**src/rtl/iopd_pkg.sv**
```systemverilog
`timescale 1ns / 1ps
// ----------------------------------------------------------------------------
// iopd_pkg
// Shared types and constants for the injector overlap pulse driver.
// ----------------------------------------------------------------------------
package iopd_pkg;

	localparam int KIND_W  = 3;
	localparam int CH_W    = 4;
	localparam int DUR_W   = 17;
	localparam int PIN_W   = 12;
	localparam int OCNT_W  = 8;
	localparam int TIME_W  = 64;
	localparam int REQ_W   = 32;
	localparam int CYL_W   = 4;

	localparam logic [DUR_W-1:0] DUR_MIN_US    = DUR_W'(1);
	localparam logic [DUR_W-1:0] DUR_MAX_US    = DUR_W'(100000);
	localparam logic [CYL_W-1:0] CYL_RESET_VAL = CYL_W'(4);

	typedef enum logic [KIND_W-1:0] {
		KIND_TICK      = 3'd0,
		KIND_OPEN      = 3'd1,
		KIND_CLOSE     = 3'd2,
		KIND_TIMED     = 3'd3,
		KIND_OPEN_ALL  = 3'd4,
		KIND_CLOSE_ALL = 3'd5
	} kind_t;

	// decoded command broadcast to every channel lane, already qualified by transfer
	typedef struct packed {
		logic             tick;
		logic             open;
		logic             close;
		logic             timed;
		logic             open_all;
		logic             close_all;
		logic             dur_ok;
		logic [CH_W-1:0]  ch;
		logic [CYL_W-1:0] cyl;
	} cmd_t;

endpackage

```
**src/rtl/injector_overlap_pulse_driver.sv**
```systemverilog
`timescale 1ns / 1ps
// ----------------------------------------------------------------------------
// injector_overlap_pulse_driver
// Bank of injector channels with overlap counting, timed opens and tick timer.
// ----------------------------------------------------------------------------
// One result per item, one item per cycle sustained while out_ready is held high. An item
// is captured in an input register (duration scaled to ticks there); once the output
// register can accept it, all channel lanes update in parallel and the result lands in
// the output register. The per-cycle limit is the lane update: a 64-bit end-time add
// and compare for timed opens, and the parallel 64-bit due compares of every channel on
// a tick.
module injector_overlap_pulse_driver #(
	parameter int MAX_CHANNELS = 12,
	parameter int TICKS_PER_US = 100
) (
	input  logic                         clk,
	input  logic                         arst_n,
	input  logic                         cfg_we,
	input  logic [iopd_pkg::CYL_W-1:0]   cfg_wdata,
	input  logic                         in_valid,
	output logic                         in_ready,
	input  logic [iopd_pkg::KIND_W-1:0]  kind,
	input  logic [iopd_pkg::CH_W-1:0]    channel,
	input  logic [iopd_pkg::DUR_W-1:0]   duration_us,
	output logic                         out_valid,
	input  logic                         out_ready,
	output logic [iopd_pkg::PIN_W-1:0]   pin_levels,
	output logic [iopd_pkg::REQ_W-1:0]   injection_count,
	output logic                         rejected
);

	localparam int PROD_W = iopd_pkg::DUR_W + $clog2(TICKS_PER_US + 1);
	localparam int GRP_W  = iopd_pkg::CH_W + 1;

	logic [iopd_pkg::CYL_W-1:0]  cyl_q;
	logic                        valid_s1;
	iopd_pkg::kind_t             kind_s1;
	logic [iopd_pkg::CH_W-1:0]   ch_s1;
	logic [PROD_W-1:0]           prod_s1;
	logic                        dur_ok_s1;
	logic                        advance, fire;
	logic [iopd_pkg::TIME_W-1:0] now_q, now_next, desired;
	logic [iopd_pkg::REQ_W-1:0]  req_q, req_d;
	logic [GRP_W-1:0]            grp, inc;
	logic                        ch_ok, rej_d;
	iopd_pkg::cmd_t              cmd;
	logic [MAX_CHANNELS-1:0]     lvl_d;
	logic [iopd_pkg::PIN_W-1:0]  pins_d;
	logic                        out_valid_q, rejected_q;
	logic [iopd_pkg::PIN_W-1:0]  pin_levels_q;

	always_ff @(posedge clk or negedge arst_n) begin
		if (!arst_n) begin
			cyl_q <= iopd_pkg::CYL_RESET_VAL;
		end else if (cfg_we) begin
			cyl_q <= cfg_wdata;
		end
	end

	assign advance  = !out_valid_q || out_ready;
	assign fire     = valid_s1 && advance;
	assign in_ready = !valid_s1 || advance;

	always_ff @(posedge clk or negedge arst_n) begin
		if (!arst_n) begin
			valid_s1 <= 1'b0;
		end else if (in_ready) begin
			valid_s1 <= in_valid;
		end
	end

	always_ff @(posedge clk) begin
		if (in_ready && in_valid) begin
			kind_s1   <= iopd_pkg::kind_t'(kind);
			ch_s1     <= channel;
			prod_s1   <= PROD_W'(duration_us) * PROD_W'(TICKS_PER_US);
			dur_ok_s1 <= (duration_us >= iopd_pkg::DUR_MIN_US)
			             && (duration_us <= iopd_pkg::DUR_MAX_US);
		end
	end

	assign ch_ok    = ({1'b0, ch_s1} < GRP_W'(MAX_CHANNELS));
	assign now_next = now_q + iopd_pkg::TIME_W'(1);
	assign desired  = now_q + iopd_pkg::TIME_W'(prod_s1);
	assign grp      = ({1'b0, cyl_q} > GRP_W'(MAX_CHANNELS)) ? GRP_W'(MAX_CHANNELS)
	                                                         : {1'b0, cyl_q};

	always_comb begin
		cmd        = '0;
		cmd.ch     = ch_s1;
		cmd.cyl    = cyl_q;
		cmd.dur_ok = dur_ok_s1;
		inc        = '0;
		rej_d      = 1'b0;
		if (fire) begin
			case (kind_s1)
				iopd_pkg::KIND_TICK: begin
					cmd.tick = 1'b1;
				end
				iopd_pkg::KIND_OPEN: begin
					cmd.open = ch_ok;
					inc      = GRP_W'(ch_ok);
				end
				iopd_pkg::KIND_CLOSE: begin
					cmd.close = ch_ok;
				end
				iopd_pkg::KIND_TIMED: begin
					cmd.timed = ch_ok;
					inc       = GRP_W'(ch_ok);
					rej_d     = ch_ok && !dur_ok_s1;
				end
				iopd_pkg::KIND_OPEN_ALL: begin
					cmd.open_all = 1'b1;
					inc          = grp;
				end
				iopd_pkg::KIND_CLOSE_ALL: begin
					cmd.close_all = 1'b1;
				end
				default: begin
				end
			endcase
		end
	end

	assign req_d = req_q + iopd_pkg::REQ_W'(inc);

	always_ff @(posedge clk or negedge arst_n) begin
		if (!arst_n) begin
			now_q <= '0;
			req_q <= '0;
		end else begin
			if (cmd.tick) begin
				now_q <= now_next;
			end
			req_q <= req_d;
		end
	end

	for (genvar i = 0; i < MAX_CHANNELS; i++) begin : g_lane
		iopd_lane #(
			.LANE_IDX(i)
		) u_lane (
			.clk      (clk),
			.arst_n   (arst_n),
			.cmd      (cmd),
			.now_next (now_next),
			.desired  (desired),
			.level_d  (lvl_d[i])
		);
	end

	for (genvar i = 0; i < iopd_pkg::PIN_W; i++) begin : g_pin
		if (i < MAX_CHANNELS) begin : g_on
			assign pins_d[i] = lvl_d[i];
		end else begin : g_off
			assign pins_d[i] = 1'b0;
		end
	end

	always_ff @(posedge clk or negedge arst_n) begin
		if (!arst_n) begin
			out_valid_q <= 1'b0;
		end else if (advance) begin
			out_valid_q <= valid_s1;
		end
	end

	always_ff @(posedge clk) begin
		if (fire) begin
			pin_levels_q    <= pins_d;
			injection_count <= req_d;
			rejected_q      <= rej_d;
		end
	end

	assign out_valid  = out_valid_q;
	assign pin_levels = pin_levels_q;
	assign rejected   = rejected_q;

	a_tick_time: assert property (@(posedge clk) disable iff (!arst_n)
		(fire && kind_s1 == iopd_pkg::KIND_TICK) |=> (now_q == $past(now_q) + 1'b1))
		else $error("tick did not advance time by one");

	a_req_hold: assert property (@(posedge clk) disable iff (!arst_n)
		!fire |=> (req_q == $past(req_q)))
		else $error("request count moved without a transfer");

	a_rej_count: assert property (@(posedge clk) disable iff (!arst_n)
		(fire && rej_d) |=> (out_valid_q && rejected_q
		                     && injection_count == $past(req_q) + 1'b1
		                     && pin_levels_q == $past(pin_levels_q)
		                     || !$past(out_valid_q)))
		else $error("rejected timed open result inconsistent");

endmodule

```
**src/rtl/iopd_lane.sv**
```systemverilog
`timescale 1ns / 1ps
// ----------------------------------------------------------------------------
// iopd_lane
// One injector channel: overlap count, pending end time and due compare.
// ----------------------------------------------------------------------------
module iopd_lane #(
	parameter int LANE_IDX = 0
) (
	input  logic                        clk,
	input  logic                        arst_n,
	input  iopd_pkg::cmd_t              cmd,
	input  logic [iopd_pkg::TIME_W-1:0] now_next,
	input  logic [iopd_pkg::TIME_W-1:0] desired,
	output logic                        level_d
);

	logic [iopd_pkg::OCNT_W-1:0] cnt_q, cnt_d, cnt_dec;
	logic                        pend_q, pend_d;
	logic [iopd_pkg::TIME_W-1:0] end_q, end_d;
	logic                        sel_one, in_grp, due;
	logic                        do_open, do_close, do_timed;

	assign sel_one  = (cmd.ch == iopd_pkg::CH_W'(LANE_IDX));
	assign in_grp   = (iopd_pkg::CH_W'(LANE_IDX) < cmd.cyl);
	assign due      = pend_q && (now_next >= end_q);
	assign do_open  = (cmd.open && sel_one) || (cmd.open_all && in_grp);
	assign do_close = (cmd.close && sel_one) || (cmd.close_all && in_grp) || (cmd.tick && due);
	assign do_timed = cmd.timed && sel_one && cmd.dur_ok;
	assign cnt_dec  = (cnt_q == '0) ? '0 : cnt_q - 1'b1;

	always_comb begin
		cnt_d  = cnt_q;
		pend_d = pend_q;
		end_d  = end_q;
		if (do_open) begin
			cnt_d = (cnt_q == '1) ? cnt_q : cnt_q + 1'b1;
		end else if (do_close) begin
			cnt_d = cnt_dec;
			if (cnt_dec == '0 || cmd.tick) begin
				pend_d = 1'b0;
			end
		end else if (do_timed) begin
			if (cnt_q != '0) begin
				if (!pend_q || desired > end_q) begin
					end_d  = desired;
					pend_d = 1'b1;
				end
			end else begin
				cnt_d  = iopd_pkg::OCNT_W'(1);
				end_d  = desired;
				pend_d = 1'b1;
			end
		end
	end

	assign level_d = (cnt_d != '0);

	always_ff @(posedge clk or negedge arst_n) begin
		if (!arst_n) begin
			cnt_q  <= '0;
			pend_q <= 1'b0;
		end else begin
			cnt_q  <= cnt_d;
			pend_q <= pend_d;
		end
	end

	always_ff @(posedge clk) begin
		end_q <= end_d;
	end

	// pending close only exists on an open channel
	a_pend_open: assert property (@(posedge clk) disable iff (!arst_n)
		pend_q |-> (cnt_q != '0))
		else $error("pending end time on a closed channel");

	// a due tick always consumes the pending close
	a_due_clear: assert property (@(posedge clk) disable iff (!arst_n)
		(cmd.tick && due) |=> (!pend_q || $past(cnt_q) > iopd_pkg::OCNT_W'(1)) && !pend_q)
		else $error("due tick left end time pending");

endmodule
```
**config.mk**
```make
export PLATFORM = sky130hd
export DESIGN_NAME = injector_overlap_pulse_driver
export DESIGN_NICKNAME = d
export VERILOG_FILES = /design/src/rtl/iopd_pkg.sv /design/src/rtl/injector_overlap_pulse_driver.sv /design/src/rtl/iopd_lane.sv
export SDC_FILE = /design/constraint.sdc
export NUM_CORES = 2
export LEC_CHECK = 0
export ABC_CLOCK_PERIOD_IN_PS = 27800
export BUFFER_PORTS_ARGS = -buffer_cell sky130_fd_sc_hd__buf_2
export CORE_AREA = 5 5 299 520
export CTS_BUF_LIST = sky130_fd_sc_hd__clkbuf_16
export CTS_CLUSTER_DIAMETER = 100
export DETAILED_ROUTE_END_ITERATION = 16
export DIE_AREA = 0 0 304 525
export GPL_TIMING_DRIVEN = 0
export PLACE_DENSITY_LB_ADDON = 0.2
export REMOVE_ABC_BUFFERS = 1
export SETUP_SLACK_MARGIN = 0.1
export SYNTH_ARGS = -nofsm -noshare
export SYNTH_HDL_FRONTEND = slang
export SYNTH_HIERARCHICAL = 1
export SYNTH_SLANG_ARGS = --single-unit
```
**constraint.sdc**
```tcl
create_clock -name clk -period 27.8 [get_ports clk]
set_input_delay 1.39 -clock clk [delete_from_list [all_inputs] [get_ports clk]]
set_output_delay 1.39 -clock clk [all_outputs]
set_load 0.01 [all_outputs]
```
==> out/qor.csv <==
stage,metric,value,unit
critical_path,worstSetupStartpointType,flip-flop,
critical_path,setup.worst_path.class,flip-flop to flip-flop,
critical_path,slowest_delay,1.17,ns
synth,yosysTopAreaCellShare,0.3078,
synth,yosys.area.top_type,edfxtp_1,
synth,synth.most_common_cell,ha_1,
timing,tightest_slew,1.479,ns
hold_path,hold_path_class,flip-flop to flip-flop,
floorplan,start_util,0.5443,
clock_tree,clkSinkCount,1053,
synth,synth_enable_flop_cells,843,
layout,area_growth,12.57,%
floorplan,die_area,159600,um2
timing,final.min_clock_period,8.948,ns
critical_path,critPathTopFamily,simple AND/OR/NAND/NOR gates,
drt,final_antenna_net_count,0,
clock_tree,clock_latency,0.75,ns
clock_tree,cts_inserted_buffers,106,
critical_path,cp-end-kind,flip-flop,
placed_design,dpl.hpwl,207400,um
synth,netlist_area,82250,um2
floorplan,io_pins,80,
timing,timing.slew.headroom,0.004805,
clock_tree,clk_pin_slew,0.07,ns
critical_path,crit_chain,"ha_1, nand3_2, or4_4, or2_1, nor3_4, and2_0, nand2_1, xnor2_2, ha_1, nand4_1, nor4_1, o21ai_0, a21oi_2, mux2i_1, a31oi_1, or4b_1, or4_1",
timing,setup_tns,0,ns
drt,vias_per_cell,6.391,
global_routing,antenna_found_initial,8,
floorplan,core.rowCount,189,
drt,post_drt_wl_per_cell,25.27,um
floorplan,die_x,304,um
synth,syn_area_per_cell,10.15,um2
drt,firstDrtPassIters,6,
timing,drv_slew,0,
clock_tree,hold_buffers,0,
critical_path,critPathSlowestCell,dfrtp_1,
clock_tree,cts_tree,built,
placed_design,numPortBuffers,79,
floorplan,dieHeight,525,um
critical_path,crit_top_cell,ha_1,
global_routing,grt_usage,0.3198,
pwr,ir_drop,0.06008,mV
synth,ys_seq_elements,1053,
pwr,leakagePower,47.43,nW
synth,ys_warn_count,6,
synth,ys_types,155,
global_routing,grt_pass1_wl,395300,um
layout,nets,10090,
clock_tree,ctsResizeCount,0,
timing,rsz0062_at_grt,no,
synth,synthCells,8104,
clock_tree,htree_num_levels,3,
synth,synth_top_cells_by_area,"edfxtp_1, ha_1, dfrtp_1, inv_1, a21oi_1",
synth,ys_seq_area_frac,0.3717,
critical_path,crit_arrival,9.43,ns
critical_path,cp.required,28.28,ns
timing,finalSetupViolCount,0,
timing,clock_skew,0.04356,ns
drt,wl,264800,um
layout,layout-drive-gt1-share,0.09278,
floorplan,coreArea,151100,um2
timing,hold_viol,0,
global_routing,grt_overflow,0,
timing,clock.fmax,0.1118,GHz
drt,via_count,66970,
clock_tree,cts_setup_buffers,0,
run,drv_cap,1,
synth,synthArstFlopShare,0.1994,
global_routing,grt_max_degree,101,
placed_design,gp_congestion,0.9515,
critical_path,crit_fanout,28,
drt,drtIter0Drc,4943,
clock_tree,root_buffer,clkbuf_16,
global_routing,grt_pass1_vias,68120,
timing,period_share,0.3219,
timing,hold_ws,0.4689,ns
run_status,violations,max-capacitance violations,
pwr,p_per_area,49.38,nW/um2
drt,drc,0,
synth,ys.flop_type,edfxtp_1,
run_status,status,"finished, violations left",
clock_tree,clk_path_buf_depth,3,
synth,ys_top_cells_by_count,"ha_1, inv_1, edfxtp_1",
critical_path,cp_num_buf_inv,0,
[power breakdown]
group          switching, mW  internal, mW
logic                  0.702         0.465
clock network          0.673         0.800
registers              0.125          1.81
total                   1.50          3.07
[worst reg2reg max path: stages, from the launching register on]
cell	delay, ns
dfrtp_1	1.17
ha_1	0.45
nand3_2	0.17
or4_4	0.65
or2_1	0.36
nor3_4	0.45
and2_0	0.45
nand2_1	0.16
xnor2_2	0.71
ha_1	0.30
nand4_1	0.10
nor4_1	0.94
o21ai_0	0.76
a21oi_2	0.74
mux2i_1	0.24
a31oi_1	0.19
or4b_1	0.46
or4_1	0.40
[placed cells by master (no fill, tap or decap), drive strengths merged, types with 17 or more instances in the layout]
cell,n
ha,1669
inv,983
edfxtp,843
a21oi,599
nand2,537
nor2,408
nand4,342
o21ai,322
a21o,297
buf,282
nand3,223
dfrtp,209
xnor2,156
nor3,152
clkbuf,109
xor2,96
nor4,69
nor2b,68
o211ai,66
a211oi,65
and3,64
nand2b,59
o21a,57
and4,57
a31oi,54
clkinv,48
and2,44
or3,38
a221oi,36
a22oi,32
o31ai,30
a2111oi,29
mux2i,22
a221o,22
or4,22
a22o,21
or2,21
a211o,20
a21boi,17
[stage by stage]
| stage | total power, mW | area [um2] | worst slack (ns) | utilization | cells |
|---|---|---|---|---|---|
| 6_report | 4.572 | 92590 | 18.85 | 0.6127 | 10480 |
| 5_1_grt | 4.792 | 92590 | 18.43 | 0.6127 | 10480 |
| 4_1_cts | 4.591 | 92570 | 18.91 | 0.6126 | 10480 |
| 3_5_place_dp | 3.114 | 89090 | 18.95 | 0.5896 | 10270 |
| 3_3_place_gp | 3.004 | 84620 | 8.530 | 0.5600 | 10070 |
| 2_1_floorplan | 2.659 | 81720 | 15.71 | - | 7988 |
[layout make-up]
class                           instances  area, um2
Antenna cell                            3      7.507
Clock buffer                          109       2728
Clock inverter                         93      755.7
Fill cell                           12410      58520
Inverter                              955       3590
Multi-Input combinational cell       5980      48870
Sequential cell                      1053      30570
Tap cell                             2005       2509
Timing Repair Buffer                  282       3558
[kinds of logic (layout without fill, tap and decap cells)]
family | after synthesis | after routing | share of synthesized area
adders and majority gates | 1683 | 1683 | 0.2573
buffers and inverters | 1071 | 1439 | 0.05015
other | 0 | 3 | 0
AOI/OAI and AO/OA | 1841 | 1841 | 0.1494
and+or+nand+nor | 2172 | 2172 | 0.1406
xor gates and xnor gates | 252 | 252 | 0.02683
muxes | 32 | 32 | 0.004046
DFF | 1053 | 1053 | 0.3717
[layer usage]
layer	GRT usage	vias up	routed length, um
li1	-	30780	-
met1	0.3396	32350	91680
met2	0.5726	2735	130800
met3	0.05079	1102	18240
met4	0.2334	2	24090
met5	0	-	13
[path summary, 6_finish.rpt]
path / startpoint / end / slack, ns / cells past startpoint
setup / recovery: now_q[0] / pin_levels[6] / 18.85 / 17
hold / removal: req_q[31] / req_q[31] / 0.47 / 1
setup reg to reg: now_q[0] / pin_levels[6] / 18.85 / 17
hold reg to reg: req_q[31] / req_q[31] / 0.47 / 1
max in group asynchronous: arst_n / g_lane[7].u_lane/cnt_q[3] / 26.30 / 2
min in group asynchronous: arst_n / g_lane[3].u_lane/cnt_q[5] / 0.52 / 1
[registers in the layout (all words and copies together), names as in the netlist]
signal	flops
g_lane.u_lane/cnt_q	96
ch_s1	4
injection_count	32
cyl_q	4
req_q	32
valid_s1	1
now_q	64
kind_s1	3
g_lane.u_lane/end_q	768
g_lane.u_lane/pend_q	12
out_valid	1
pin_levels	12
prod_s1	22
rejected	1
dur_ok_s1	1
Note: power is estimated with default switching activity, not from simulation.
